## src/tcc_pkg.sv

```systemverilog
// Package for the touch coordinate conditioner.
// Holds payload and handshake structs, sizing constants, register indexes and
// sequencer states. Has no dependencies.
package tcc_pkg;

  // Window and screen geometry.
  localparam int WINDOW_SAMPLES = 8;
  localparam int MIN_VALID      = 3;
  localparam int RAW_W          = 12;
  localparam int COL_W          = 8;
  localparam int ROW_W          = 9;
  localparam int COL_MAX        = 239;
  localparam int ROW_MAX        = 319;

  // Accumulator and counter sizes follow from the window length.
  localparam int SUM_W  = $clog2(WINDOW_SAMPLES * ((1 << RAW_W) - 1) + 1);
  localparam int CNT_W  = $clog2(WINDOW_SAMPLES + 1);

  // Shared divider: the dividend holds a window sum or a scaled raw offset.
  localparam int PROD_W = $clog2(((1 << RAW_W) - 1) * ROW_MAX + 1);
  localparam int DIV_W  = (SUM_W > PROD_W) ? SUM_W : PROD_W;
  localparam int DVS_W  = RAW_W;
  localparam int STEP_W = $clog2(DIV_W + 1);
  // Signed width for a mapped value after negation and mirroring.
  localparam int MAP_W  = DIV_W + 2;

  // Configuration port.
  localparam int CFG_IDX_W  = 3;
  localparam int CFG_DATA_W = RAW_W;

  typedef enum logic [CFG_IDX_W-1:0] {
    CFG_X_RAW_MIN = 3'd0,
    CFG_X_RAW_MAX = 3'd1,
    CFG_Y_RAW_MIN = 3'd2,
    CFG_Y_RAW_MAX = 3'd3,
    CFG_SWAP_AXES = 3'd4,
    CFG_MIRROR_X  = 3'd5,
    CFG_MIRROR_Y  = 3'd6
  } cfg_idx_t;

  // Register reset values.
  localparam logic [RAW_W-1:0] X_RAW_MIN_RST = 12'd25;
  localparam logic [RAW_W-1:0] X_RAW_MAX_RST = 12'd222;
  localparam logic [RAW_W-1:0] Y_RAW_MIN_RST = 12'd31;
  localparam logic [RAW_W-1:0] Y_RAW_MAX_RST = 12'd281;

  typedef struct packed {
    logic [RAW_W-1:0] raw_x;
    logic [RAW_W-1:0] raw_y;
  } in_beat_t;

  typedef struct packed {
    logic             touched;
    logic [COL_W-1:0] screen_x;
    logic [ROW_W-1:0] screen_y;
  } out_beat_t;

  // Request and response of the shared divider.
  typedef struct packed {
    logic             start;
    logic [DIV_W-1:0] dividend;
    logic [DVS_W-1:0] divisor;
  } div_req_t;

  typedef struct packed {
    logic             done;
    logic [DIV_W-1:0] quotient;
  } div_rsp_t;

  // Sequencer states.
  typedef enum logic [2:0] {
    ST_IDLE,
    ST_AVG_GO,
    ST_AVG_WAIT,
    ST_MAP_MUL,
    ST_MAP_GO,
    ST_MAP_WAIT,
    ST_FINISH
  } seq_state_t;

endpackage

```

## src/touch_coordinate_conditioner.sv

```systemverilog
// Top level of the touch coordinate conditioner: config registers, sequencer,
// mapping datapath and result register. Depends on tcc_pkg, tcc_accum, tcc_div.
//
//  Channel  Direction  Handshake           Beat
//  in_      in         in_valid/in_stall   raw_x, raw_y
//  out_     out        out_valid/out_stall touched, screen_x, screen_y
//  cfg_     in         cfg_valid/cfg_ready cfg_index, cfg_data
//
// While the sequencer is idle, in_stall is low and each sample is taken.
// The closing sample starts the sequencer: the shared 21-step divider runs
// four times (two averages, two axis mappings), plus a multiply state per axis.
// A window with fewer than three valid samples skips the divider and the mapping.
// Reset is synchronous and restores the register defaults and clears the window.
// A stalled result waits in the output register; the block keeps taking samples
// and holds only the next result until the register frees up.
module touch_coordinate_conditioner (
  input  logic                               clk,
  input  logic                               rst_n,
  input  logic                               in_valid,
  output logic                               in_stall,
  input  tcc_pkg::in_beat_t                  in_data,
  output logic                               out_valid,
  input  logic                               out_stall,
  output tcc_pkg::out_beat_t                 out_data,
  input  logic                               cfg_valid,
  output logic                               cfg_ready,
  input  logic [tcc_pkg::CFG_IDX_W-1:0]      cfg_index,
  input  logic [tcc_pkg::CFG_DATA_W-1:0]     cfg_data
);

  localparam int RAW_W = tcc_pkg::RAW_W;

  // Configuration registers.
  logic [RAW_W-1:0] x_min_r, x_max_r, y_min_r, y_max_r;
  logic             swap_r, mir_x_r, mir_y_r;

  // Sequencer and datapath registers.
  tcc_pkg::seq_state_t          state_r, state_nxt;
  logic                         axis_r, axis_nxt;
  logic                         touch_r, touch_nxt;
  logic [RAW_W-1:0]             avg_x_r, avg_x_nxt;
  logic [RAW_W-1:0]             avg_y_r, avg_y_nxt;
  logic [tcc_pkg::DIV_W-1:0]    prod_r, prod_nxt;
  logic [RAW_W-1:0]             span_r, span_nxt;
  logic                         neg_r, neg_nxt;
  logic                         zero_r, zero_nxt;
  logic [tcc_pkg::COL_W-1:0]    scr_x_r, scr_x_nxt;
  logic [tcc_pkg::ROW_W-1:0]    scr_y_r, scr_y_nxt;
  logic                         out_valid_r, out_valid_nxt;
  tcc_pkg::out_beat_t           out_data_r, out_data_nxt;

  // Accumulator and divider hookup.
  logic                         take;
  logic                         clear;
  logic [tcc_pkg::SUM_W-1:0]    sum_x, sum_y;
  logic [tcc_pkg::CNT_W-1:0]    valid_count;
  logic                         last;
  tcc_pkg::div_req_t            div_req;
  tcc_pkg::div_rsp_t            div_rsp;

  // Mapping datapath signals.
  logic [RAW_W-1:0]             v_sel, lo_sel, hi_sel;
  logic [tcc_pkg::ROW_W-1:0]    top_sel;
  logic                         mir_sel;
  logic [RAW_W:0]               diff, diff_abs, span, span_abs;
  logic [tcc_pkg::MAP_W-1:0]    q_ext, mapped, mirrored, top_ext;
  logic [tcc_pkg::ROW_W-1:0]    clamped;
  logic                         slot_free;

  assign take      = in_valid && !in_stall;
  assign in_stall  = (state_r != tcc_pkg::ST_IDLE);
  assign cfg_ready = 1'b1;

  tcc_accum u_accum (
    .clk         (clk),
    .rst_n       (rst_n),
    .take        (take),
    .beat        (in_data),
    .clear       (clear),
    .sum_x       (sum_x),
    .sum_y       (sum_y),
    .valid_count (valid_count),
    .last        (last)
  );

  tcc_div u_div (
    .clk   (clk),
    .rst_n (rst_n),
    .req   (div_req),
    .rsp   (div_rsp)
  );

  // Configuration writes; an index past the list is dropped.
  always_ff @(posedge clk) begin
    if (!rst_n) begin
      x_min_r <= tcc_pkg::X_RAW_MIN_RST;
      x_max_r <= tcc_pkg::X_RAW_MAX_RST;
      y_min_r <= tcc_pkg::Y_RAW_MIN_RST;
      y_max_r <= tcc_pkg::Y_RAW_MAX_RST;
      swap_r  <= 1'b1;
      mir_x_r <= 1'b1;
      mir_y_r <= 1'b0;
    end else if (cfg_valid && cfg_ready) begin
      unique case (cfg_index)
        tcc_pkg::CFG_X_RAW_MIN: x_min_r <= cfg_data;
        tcc_pkg::CFG_X_RAW_MAX: x_max_r <= cfg_data;
        tcc_pkg::CFG_Y_RAW_MIN: y_min_r <= cfg_data;
        tcc_pkg::CFG_Y_RAW_MAX: y_max_r <= cfg_data;
        tcc_pkg::CFG_SWAP_AXES: swap_r  <= cfg_data[0];
        tcc_pkg::CFG_MIRROR_X:  mir_x_r <= cfg_data[0];
        tcc_pkg::CFG_MIRROR_Y:  mir_y_r <= cfg_data[0];
        default: ;
      endcase
    end
  end

  // Axis selection for the mapping step, with the optional swap.
  always_comb begin
    if (axis_r) begin
      v_sel   = swap_r ? avg_x_r : avg_y_r;
      lo_sel  = y_min_r;
      hi_sel  = y_max_r;
      top_sel = tcc_pkg::ROW_W'(tcc_pkg::ROW_MAX);
      mir_sel = mir_y_r;
    end else begin
      v_sel   = swap_r ? avg_y_r : avg_x_r;
      lo_sel  = x_min_r;
      hi_sel  = x_max_r;
      top_sel = tcc_pkg::ROW_W'(tcc_pkg::COL_MAX);
      mir_sel = mir_x_r;
    end
    // Signed offsets split into magnitude and sign for the unsigned divider.
    diff     = {1'b0, v_sel} - {1'b0, lo_sel};
    diff_abs = diff[RAW_W] ? (RAW_W+1)'(-diff) : diff;
    span     = {1'b0, hi_sel} - {1'b0, lo_sel};
    span_abs = span[RAW_W] ? (RAW_W+1)'(-span) : span;
  end

  // Sign restore, mirror and clamp of a quotient.
  always_comb begin
    q_ext    = tcc_pkg::MAP_W'(div_rsp.quotient);
    if (zero_r) begin
      mapped = '0;
    end else begin
      mapped = neg_r ? tcc_pkg::MAP_W'(-q_ext) : q_ext;
    end
    top_ext  = tcc_pkg::MAP_W'(top_sel);
    mirrored = mir_sel ? tcc_pkg::MAP_W'(top_ext - mapped) : mapped;
    priority if (mirrored[tcc_pkg::MAP_W-1]) begin
      clamped = '0;
    end else if (mirrored > top_ext) begin
      clamped = top_sel;
    end else begin
      clamped = mirrored[tcc_pkg::ROW_W-1:0];
    end
  end

  assign slot_free = !out_valid_r || !out_stall;

  // Sequencer: next state and datapath updates.
  always_comb begin
    state_nxt     = state_r;
    axis_nxt      = axis_r;
    touch_nxt     = touch_r;
    avg_x_nxt     = avg_x_r;
    avg_y_nxt     = avg_y_r;
    prod_nxt      = prod_r;
    span_nxt      = span_r;
    neg_nxt       = neg_r;
    zero_nxt      = zero_r;
    scr_x_nxt     = scr_x_r;
    scr_y_nxt     = scr_y_r;
    out_valid_nxt = out_valid_r && out_stall;
    out_data_nxt  = out_data_r;
    clear         = 1'b0;
    div_req.start    = 1'b0;
    div_req.dividend = '0;
    div_req.divisor  = '0;

    unique case (state_r)
      tcc_pkg::ST_IDLE: begin
        axis_nxt = 1'b0;
        if (take && last) begin
          state_nxt = tcc_pkg::ST_AVG_GO;
        end
      end

      // Average one axis: window sum over the valid count; too few valid samples end the window untouched.
      tcc_pkg::ST_AVG_GO: begin
        if (valid_count < tcc_pkg::CNT_W'(tcc_pkg::MIN_VALID)) begin
          touch_nxt = 1'b0;
          state_nxt = tcc_pkg::ST_FINISH;
        end else begin
          touch_nxt        = 1'b1;
          div_req.start    = 1'b1;
          div_req.dividend = tcc_pkg::DIV_W'(axis_r ? sum_y : sum_x);
          div_req.divisor  = tcc_pkg::DVS_W'(valid_count);
          state_nxt        = tcc_pkg::ST_AVG_WAIT;
        end
      end

      tcc_pkg::ST_AVG_WAIT: begin
        if (div_rsp.done) begin
          if (axis_r) begin
            avg_y_nxt = div_rsp.quotient[RAW_W-1:0];
            axis_nxt  = 1'b0;
            state_nxt = tcc_pkg::ST_MAP_MUL;
          end else begin
            avg_x_nxt = div_rsp.quotient[RAW_W-1:0];
            axis_nxt  = 1'b1;
            state_nxt = tcc_pkg::ST_AVG_GO;
          end
        end
      end

      // Scale the offset from the low bound by the screen extent.
      tcc_pkg::ST_MAP_MUL: begin
        prod_nxt  = tcc_pkg::DIV_W'(diff_abs[RAW_W-1:0]) * tcc_pkg::DIV_W'(top_sel);
        span_nxt  = span_abs[RAW_W-1:0];
        neg_nxt   = diff[RAW_W] ^ span[RAW_W];
        zero_nxt  = (span == '0);
        state_nxt = tcc_pkg::ST_MAP_GO;
      end

      tcc_pkg::ST_MAP_GO: begin
        div_req.start    = 1'b1;
        div_req.dividend = prod_r;
        div_req.divisor  = span_r;
        state_nxt        = tcc_pkg::ST_MAP_WAIT;
      end

      tcc_pkg::ST_MAP_WAIT: begin
        if (div_rsp.done) begin
          if (axis_r) begin
            scr_y_nxt = clamped;
            state_nxt = tcc_pkg::ST_FINISH;
          end else begin
            scr_x_nxt = clamped[tcc_pkg::COL_W-1:0];
            axis_nxt  = 1'b1;
            state_nxt = tcc_pkg::ST_MAP_MUL;
          end
        end
      end

      // Hand the result to the output register once it is free.
      tcc_pkg::ST_FINISH: begin
        if (slot_free) begin
          out_valid_nxt         = 1'b1;
          out_data_nxt.touched  = touch_r;
          out_data_nxt.screen_x = touch_r ? scr_x_r : '0;
          out_data_nxt.screen_y = touch_r ? scr_y_r : '0;
          clear                 = 1'b1;
          state_nxt             = tcc_pkg::ST_IDLE;
        end
      end

      default: state_nxt = tcc_pkg::ST_IDLE;
    endcase
  end

  // Control state.
  always_ff @(posedge clk) begin
    if (!rst_n) begin
      state_r     <= tcc_pkg::ST_IDLE;
      axis_r      <= 1'b0;
      touch_r     <= 1'b0;
      out_valid_r <= 1'b0;
    end else begin
      state_r     <= state_nxt;
      axis_r      <= axis_nxt;
      touch_r     <= touch_nxt;
      out_valid_r <= out_valid_nxt;
    end
  end

  // Payload registers.
  always_ff @(posedge clk) begin
    avg_x_r    <= avg_x_nxt;
    avg_y_r    <= avg_y_nxt;
    prod_r     <= prod_nxt;
    span_r     <= span_nxt;
    neg_r      <= neg_nxt;
    zero_r     <= zero_nxt;
    scr_x_r    <= scr_x_nxt;
    scr_y_r    <= scr_y_nxt;
    out_data_r <= out_data_nxt;
  end

  assign out_valid = out_valid_r;
  assign out_data  = out_data_r;

endmodule

```

## src/tcc_div.sv

```systemverilog
// Shared unsigned restoring divider, one quotient bit per cycle.
// Uses tcc_pkg for its widths and request/response structs.
module tcc_div (
  input  logic              clk,
  input  logic              rst_n,
  input  tcc_pkg::div_req_t req,
  output tcc_pkg::div_rsp_t rsp
);

  logic                        busy_r, busy_nxt;
  logic                        done_r, done_nxt;
  logic [tcc_pkg::STEP_W-1:0]  step_r, step_nxt;
  logic [tcc_pkg::DIV_W-1:0]   dvd_r, dvd_nxt;
  logic [tcc_pkg::DVS_W-1:0]   dvs_r, dvs_nxt;
  logic [tcc_pkg::DVS_W-1:0]   rem_r, rem_nxt;
  logic [tcc_pkg::DVS_W:0]     trial;
  logic                        fits;

  // One restoring step: shift in the next dividend bit and try a subtract.
  always_comb begin
    trial    = {rem_r, dvd_r[tcc_pkg::DIV_W-1]};
    fits     = (trial >= {1'b0, dvs_r});
    busy_nxt = busy_r;
    done_nxt = 1'b0;
    step_nxt = step_r;
    dvd_nxt  = dvd_r;
    dvs_nxt  = dvs_r;
    rem_nxt  = rem_r;
    if (req.start) begin
      busy_nxt = 1'b1;
      step_nxt = tcc_pkg::STEP_W'(tcc_pkg::DIV_W);
      dvd_nxt  = req.dividend;
      dvs_nxt  = req.divisor;
      rem_nxt  = '0;
    end else if (busy_r) begin
      rem_nxt  = fits ? tcc_pkg::DVS_W'(trial - {1'b0, dvs_r})
                      : trial[tcc_pkg::DVS_W-1:0];
      dvd_nxt  = {dvd_r[tcc_pkg::DIV_W-2:0], fits};
      step_nxt = step_r - 1'b1;
      if (step_r == tcc_pkg::STEP_W'(1)) begin
        busy_nxt = 1'b0;
        done_nxt = 1'b1;
      end
    end
  end

  // Control state.
  always_ff @(posedge clk) begin
    if (!rst_n) begin
      busy_r <= 1'b0;
      done_r <= 1'b0;
      step_r <= '0;
    end else begin
      busy_r <= busy_nxt;
      done_r <= done_nxt;
      step_r <= step_nxt;
    end
  end

  // Datapath registers.
  always_ff @(posedge clk) begin
    dvd_r <= dvd_nxt;
    dvs_r <= dvs_nxt;
    rem_r <= rem_nxt;
  end

  assign rsp.done     = done_r;
  assign rsp.quotient = dvd_r;

endmodule

```

## src/tcc_accum.sv

```systemverilog
// Window accumulator: sums valid samples and counts valid and total samples.
// Uses tcc_pkg for widths and the input beat struct.
module tcc_accum (
  input  logic                       clk,
  input  logic                       rst_n,
  input  logic                       take,
  input  tcc_pkg::in_beat_t          beat,
  input  logic                       clear,
  output logic [tcc_pkg::SUM_W-1:0]  sum_x,
  output logic [tcc_pkg::SUM_W-1:0]  sum_y,
  output logic [tcc_pkg::CNT_W-1:0]  valid_count,
  output logic                       last
);

  logic [tcc_pkg::SUM_W-1:0] sum_x_r, sum_x_nxt;
  logic [tcc_pkg::SUM_W-1:0] sum_y_r, sum_y_nxt;
  logic [tcc_pkg::CNT_W-1:0] vcnt_r, vcnt_nxt;
  logic [tcc_pkg::CNT_W-1:0] wcnt_r, wcnt_nxt;
  logic                      touch;

  // A sample with both readings zero carries no touch.
  always_comb begin
    touch     = (beat.raw_x != '0) || (beat.raw_y != '0);
    sum_x_nxt = sum_x_r;
    sum_y_nxt = sum_y_r;
    vcnt_nxt  = vcnt_r;
    wcnt_nxt  = wcnt_r;
    if (clear) begin
      sum_x_nxt = '0;
      sum_y_nxt = '0;
      vcnt_nxt  = '0;
      wcnt_nxt  = '0;
    end else if (take) begin
      wcnt_nxt = wcnt_r + 1'b1;
      if (touch) begin
        sum_x_nxt = sum_x_r + tcc_pkg::SUM_W'(beat.raw_x);
        sum_y_nxt = sum_y_r + tcc_pkg::SUM_W'(beat.raw_y);
        vcnt_nxt  = vcnt_r + 1'b1;
      end
    end
  end

  always_ff @(posedge clk) begin
    if (!rst_n) begin
      sum_x_r <= '0;
      sum_y_r <= '0;
      vcnt_r  <= '0;
      wcnt_r  <= '0;
    end else begin
      sum_x_r <= sum_x_nxt;
      sum_y_r <= sum_y_nxt;
      vcnt_r  <= vcnt_nxt;
      wcnt_r  <= wcnt_nxt;
    end
  end

  assign sum_x       = sum_x_r;
  assign sum_y       = sum_y_r;
  assign valid_count = vcnt_r;
  // The beat now offered closes the window.
  assign last        = (wcnt_r == tcc_pkg::CNT_W'(tcc_pkg::WINDOW_SAMPLES - 1));

endmodule
```

## config.mk

```make
export PLATFORM = sky130hd
export DESIGN_NAME = touch_coordinate_conditioner
export DESIGN_NICKNAME = d
export VERILOG_FILES = /design/src/tcc_pkg.sv /design/src/touch_coordinate_conditioner.sv /design/src/tcc_div.sv /design/src/tcc_accum.sv
export SDC_FILE = /design/constraint.sdc
export NUM_CORES = 1
export LEC_CHECK = 0
export ABC_AREA = 1
export BUFFER_PORTS_ARGS = -buffer_cell sky130_fd_sc_hd__buf_2
export CORE_ASPECT_RATIO = 1.5
export CORE_MARGIN = 2
export CORE_UTILIZATION = 30
export CTS_BUF_LIST = sky130_fd_sc_hd__clkbuf_4
export CTS_CLUSTER_SIZE = 16
export DETAILED_ROUTE_END_ITERATION = 10
export GPL_TIMING_DRIVEN = 0
export SYNTH_ARGS = -nofsm -noshare
export SYNTH_HDL_FRONTEND = slang
export SYNTH_SLANG_ARGS = --single-unit
```

## constraint.sdc

```tcl
create_clock -name clk -period 9.7 [get_ports clk]
set_clock_uncertainty 0.15 [all_clocks]
set_input_delay 0.485 -clock clk [delete_from_list [all_inputs] [get_ports clk]]
set_output_delay 0.485 -clock clk [all_outputs]
set_load 0.05 [all_outputs]
```

=== After elaboration in Yosys (flattened, before gate mapping) ===
Cells that the tools add are included.

* Reductions and logical operators: 34
* $lt $le $gt $ge: 3
* Equality and inequality tests: 18
* $add $sub $neg: 12
* Mux-type cells: 43
* $mul: 1
* Bitwise gates (word level): 4

{| class="wikitable"
|+ Operators with widths
! kind !! number
|-
| $mux 12 || 8
|-
| $mux 23 || 3
|-
| $pmux 34 s2 || 1
|-
| $mux 21 || 2
|-
| $mux 34 || 1
|-
| $add 15x12->15 || 2
|-
| $sub 12x12->13 || 2
|-
| $neg 12->12 || 2
|-
| $reduce_bool 12->1 || 2
|-
| $gt 23x9->1 || 1
|-
| $neg 21->23 || 1
|-
| $sub 9x23->23 || 1
|-
| $mul 12x9->21 || 1
|-
| $pmux 3 s7 || 1
|-
| $eq 3x3->1 const B || 6
|-
| $mux 3 || 6
|-
| $mux 9 || 2
|-
| $reduce_and 2->1 || 9
|-
| $mux 15 || 1
|-
| $reduce_and 3->1 || 5
|-
| $ge 13x12->1 || 1
|-
| $logic_not 13->1 || 1
|-
| $mux 1 || 13
|-
| $eq 3x2->1 const B || 4
|-
| 24 further kinds || 39
|}

* Bits of input ports: 44
* Logic and storage cells: 149
* Flip-flop bits (word level): 241
* Output and inout port bits: 21

=== Depth between registers and ports, before layout ===
* Word-level depth: 8
* Mapped depth: 43
* Mapped depth without buffers: 40

=== Cells and area by module ===
Synthesis repeated with hierarchy kept, for this count alone.

* Cell total of the unflattened synthesis: 2332
* Area, all modules: 18252.5 um^2

{| class="wikitable"
|+ By module, submodules not included
! module !! area each (um^2) !! cells an instance !! sequential area each (um^2) !! instances
|-
| touch_coordinate_conditioner || 12477.0 || 1523 || 3963.8 || 1
|-
| tcc_div || 2966.6 || 378 || 1371.3 || 1
|-
| tcc_accum || 2808.9 || 431 || 760.7 || 1
|}

=== Worst setup path before layout ===
Ideal clock, no wire load.

* Kind: reg-to-reg
* From: register axis_r
* To: register prod_r[20] (netlist name), data pin
* Period minus slack after synthesis: 7.948 ns
* Cell stages (with the launch flop): 38
* Buffers on the path: 4
* Arrival: 7.533 ns
* Required time: 9.285 ns
* Slack: 1.752 ns
* Path through: dfxtp_1 -> buf_4 -> clkbuf_1 -> buf_1 -> mux2i_1 -> fa_1 -> nand3_1 -> nand3_1 -> nand3_1 -> nand2_1 -> nand2_1 -> nand2_1 -> nand3_1 -> nand2_1 -> nand2_1 -> nand2_1 -> a21oi_2 -> buf_2 -> [2 not listed] -> inv_1 -> fa_1 -> fa_1 -> inv_1 -> fa_1 -> fa_1 -> inv_1 -> ha_1 -> a21oi_1 -> o21ai_1 -> a21o_1 -> a21oi_1 -> o21ai_1 -> a21oi_1 -> o21ai_0 -> a21boi_1 -> o21ai_0 -> xor2_1

* Longest elaborated chain between the ends: 5
* Elaborated cells between the ends (all ways): 7
* Classes of those cells: 2 x add/sub; 1 x mul; 4 x mux

{| class="wikitable"
|+ RTL lines
! what !! RTL line !! RTL
|-
| from (decl) || touch_coordinate_conditioner.sv:39 || <nowiki>logic axis_r, axis_nxt;</nowiki>
|-
| from (signal assigned) || touch_coordinate_conditioner.sv:270 || <nowiki>axis_r <= axis_nxt;</nowiki>
|-
| $mux 12 || touch_coordinate_conditioner.sv:119 || <nowiki>if (axis_r) begin</nowiki>
|-
| $sub 12x12->13 || touch_coordinate_conditioner.sv:133 || <nowiki>diff = {1'b0, v_sel} - {1'b0, lo_sel};</nowiki>
|-
| $neg 12->12 || touch_coordinate_conditioner.sv:134 || <nowiki>diff_abs = diff[RAW_W] ? (RAW_W+1)'(-diff) : diff;</nowiki>
|-
| $mux 12 || touch_coordinate_conditioner.sv:134 ||
|-
| $mul 12x9->21 (*) || touch_coordinate_conditioner.sv:218 || <nowiki>prod_nxt = tcc_pkg::DIV_W'(diff_abs[RAW_W-1:0]) * tcc_pkg::DIV_W'(top_sel);</nowiki>
|-
| to (signal assigned) || touch_coordinate_conditioner.sv:280 || <nowiki>prod_r <= prod_nxt;</nowiki>
|-
| to (decl) || touch_coordinate_conditioner.sv:43 || <nowiki>logic [tcc_pkg::DIV_W-1:0] prod_r, prod_nxt;</nowiki>
|}

Every way passes the cells marked *; elsewhere a longest branch is shown, timed or not.
A chain may end at the register's enable or synchronous reset.

=== Worst setup path after layout ===
Same ends and word-level chain as after synthesis.

==> impl_results.md <==
- Status: finished, final reports clean
- Fraction of layout cells with a size suffix above 1: 10.9%
- Setup crit end kind: flop
- TNS Setup: 0 ns
- Post-synth EDFFs: 127
- Routability cong.: 0.914
- Ys async rst share: 0%
- Post-Syn Area: 17000 µm²
- Synthesis warning total: 0
- Core Area: 55800 µm²
- WS Path Type: reg2reg
- Final Hold Fails: 0
- Max_cap viols: 0
- CTS tree: done
- CP delay by family, top: adder cells
- Max Slew Vio Count: 0
- Largest net degree at the start of global routing: 36
- Ys flop type: edfxtp_1
- H-tree lvl count: 2
- Required time at the worst-slack endpoint: 9.98 ns
- Slowest CP cell: fa_1
- I/O pin count: 65
- Post-synthesis register bit count: 241
- Hold Path Class: in2reg
- Postcts setup bufs: 0
- Syn Area/Cell: 8.17 µm²
- Die area: 58500 µm²
- GRT Util Overall: 15.9%
- Placed cell area: 18300 µm²
- CTS Buf Count: 56
- Drt total wl: 45800 µm
- Post-DP HPWL: 37100 µm
- Routed wire per std cell: 15.2 µm
- Unique masters post-synth: 56
- Buffers on Ports: 63
- CP arrival: 9.15 ns
- Cell repeated most along the worst path: nand2_1
- Syn nets: 2313
- Synth Instances: 2078
- # clock sinks: 241
- Buf/Inv on CP: 7
- Initial DRC Count: 743
- Highest Clock Rate: 0.113 GHz
- Final Util: 34.4%
- Fin crit period: 8.87 ns
- Post-route DRC: 0
- Worst-path clk slew: 0.08 ns
- Clock Latency Late Sink: 0.72 ns
- Die W: 198 µm
- Row count: 106
- Max-Slew Margin vs Limit: 15.4%
- Worst-margin pin slew: 1.27 ns
- Total gr overflow: 0
- Post-route ant nets: 0
- Seq/Total Area, Yosys: 35.9%
- Post-route cell area: 19200 µm²
- Vias in the first global route: 14300
- RSZ-0062 raised after global routing: false
- Critical path fanouts, max: 10
- Root Driver: clkbuf_4
- Final setup vio count: 0
- Vias per cell: 4.65
- Final Hold Slack: 0.0639 ns
- Initial core utilization: 30.4%
- Initial antenna violation count: 1
- Final nets: 2451
- Worst path max stage delay: 0.54 ns
- Vias: 14100
- Global-route wire length before repair: 73100 µm
- Die Ht: 295 µm
- Layout area overhead: 13.1%
- Final cycle utilization of the critical path: 91.4%
- DRT Pass-1 Iters: 5
- Clk buf depth: 3
- Startpoint Class: flop
synth_stat cells (4+ instances only):
cell type / n / share of area, %
a211oi_1: 7 / 0.31
a21o_1: 5 / 0.22
a21oi_1: 143 / 4.2
a21oi_2: 4 / 0.21
a31oi_1: 6 / 0.22
buf_2: 7 / 0.21
buf_4: 4 / 0.18
clkbuf_1: 51 / 1.1
clkinv_1: 4 / 0.088
dfxtp_1: 114 / 13
edfxtp_1: 127 / 22
fa_1: 65 / 7.7
ha_1: 126 / 9.3
inv_1: 328 / 7.3
inv_2: 5 / 0.11
mux2_2: 11 / 0.73
mux2i_1: 14 / 0.83
nand2_1: 371 / 8.2
nand2_2: 8 / 0.29
nand2_4: 5 / 0.33
nand3_1: 100 / 2.9
nand3_2: 10 / 0.59
nand3b_1: 5 / 0.22
nand4_1: 14 / 0.52
nor2_1: 177 / 3.9
nor2_2: 9 / 0.33
nor2_4: 4 / 0.27
nor3_1: 26 / 0.77
nor4_1: 13 / 0.48
o211ai_1: 4 / 0.18
o21ai_0: 149 / 4.4
o21ai_1: 9 / 0.27
o21bai_1: 8 / 0.35
o221ai_1: 7 / 0.36
o22ai_1: 5 / 0.18
or2_2: 4 / 0.15
xnor2_1: 27 / 1.4
xor2_1: 71 / 3.7
cell families (layout without fill, tap and decap cells):
group	count (synthesis)	after routing	share of synthesized area, %
simple gates	753	753	19.6
buf+inv	402	588	9.03
compound gates	366	366	11.9
flops	241	241	35.9
fa+ha+maj	191	191	17.0
xor+xnor	98	98	5.06
mux	25	25	1.56
other cells	2	3	0.0442
layer usage:
metal	routed length, µm	track usage [%]
met3	1120	1.57
met2	24600	30.9
met4	2950	10.2
met5	0	0
met1	17100	16.0
area by class of cell:
class / count / area, µm²
inverters: 337 / 1260
diodes: 1 / 2.50
repair buffers: 81 / 497
fillers: 5838 / 36600
plain buffers: 64 / 275
multi-input cells: 1435 / 9390
flip-flops and latches: 241 / 6100
clock buffers: 86 / 646
clock inverters: 20 / 90.1
well taps: 756 / 946
stage by stage:
stage               setup slack [ns]  std cells
floorplan                       1.75       2078
global placement             -0.0504       2897
detailed placement            -0.139       2898
CTS                           0.0566       3021
global route                  0.0523       3021
finish                         0.834       3021
worst paths after layout:
path,from,end,slack (ns),cells past startpoint
max,axis_r,prod_r[20],0.83,39
max reg2reg,axis_r,prod_r[20],0.83,39
min,rst_n,u_div.step_r[4],0.06,3
min reg2reg,touch_r,out_data[17],0.28,0
flip-flops by register name, summed over array words and instances, names as in the netlist, 3 cells and up:
name and count:
u_accum.wcnt_r 4, scr_x_r 8, span_r 12, u_accum.valid_count 4, out_data 18, u_accum.sum_y 15
u_div.dvd_r 21, u_accum.sum_x 15, avg_x_r 12, avg_y_r 12, x_min_r 12, prod_r 21
y_max_r 12, u_div.step_r 5, scr_y_r 9, y_min_r 12, x_max_r 12, u_div.dvs_r 12
u_div.rem_r 12, state_r 3
worst reg2reg max path: cells and delay by family, from the launching register on:
family	cells	cell delay, ns
and+or+nand+nor	11	0.91
adders and majority gates	7	2.93
buffers and inverters	7	1.37
AOI/OAI and AO/OA	10	1.66
muxes	1	0.27
xor gates and xnor gates	3	0.85
DFF	1	0.44
cells in the final DEF (no fill, tap or decap), types with 67 or more instances in the layout:
master    instances
a21oi_1         143
o21ai_0         149
edfxtp_1        127
nand2_1         371
xor2_1           67
nand3_1         100
dfxtp_1         114
buf_2            71
ha_1            126
nor2_1          176
clkbuf_4         86
inv_1           328
what timing repair did:
action,in CTS,in global routing
endpoints found under the hold margin,52,0
resized for setup,3,9
endpoints found under the setup margin,3,7
hold buffers,17,0
Power is left out: the tool's default activity adds up to more than one toggle a clock period on the data nets, which glitch-free logic cannot reach.
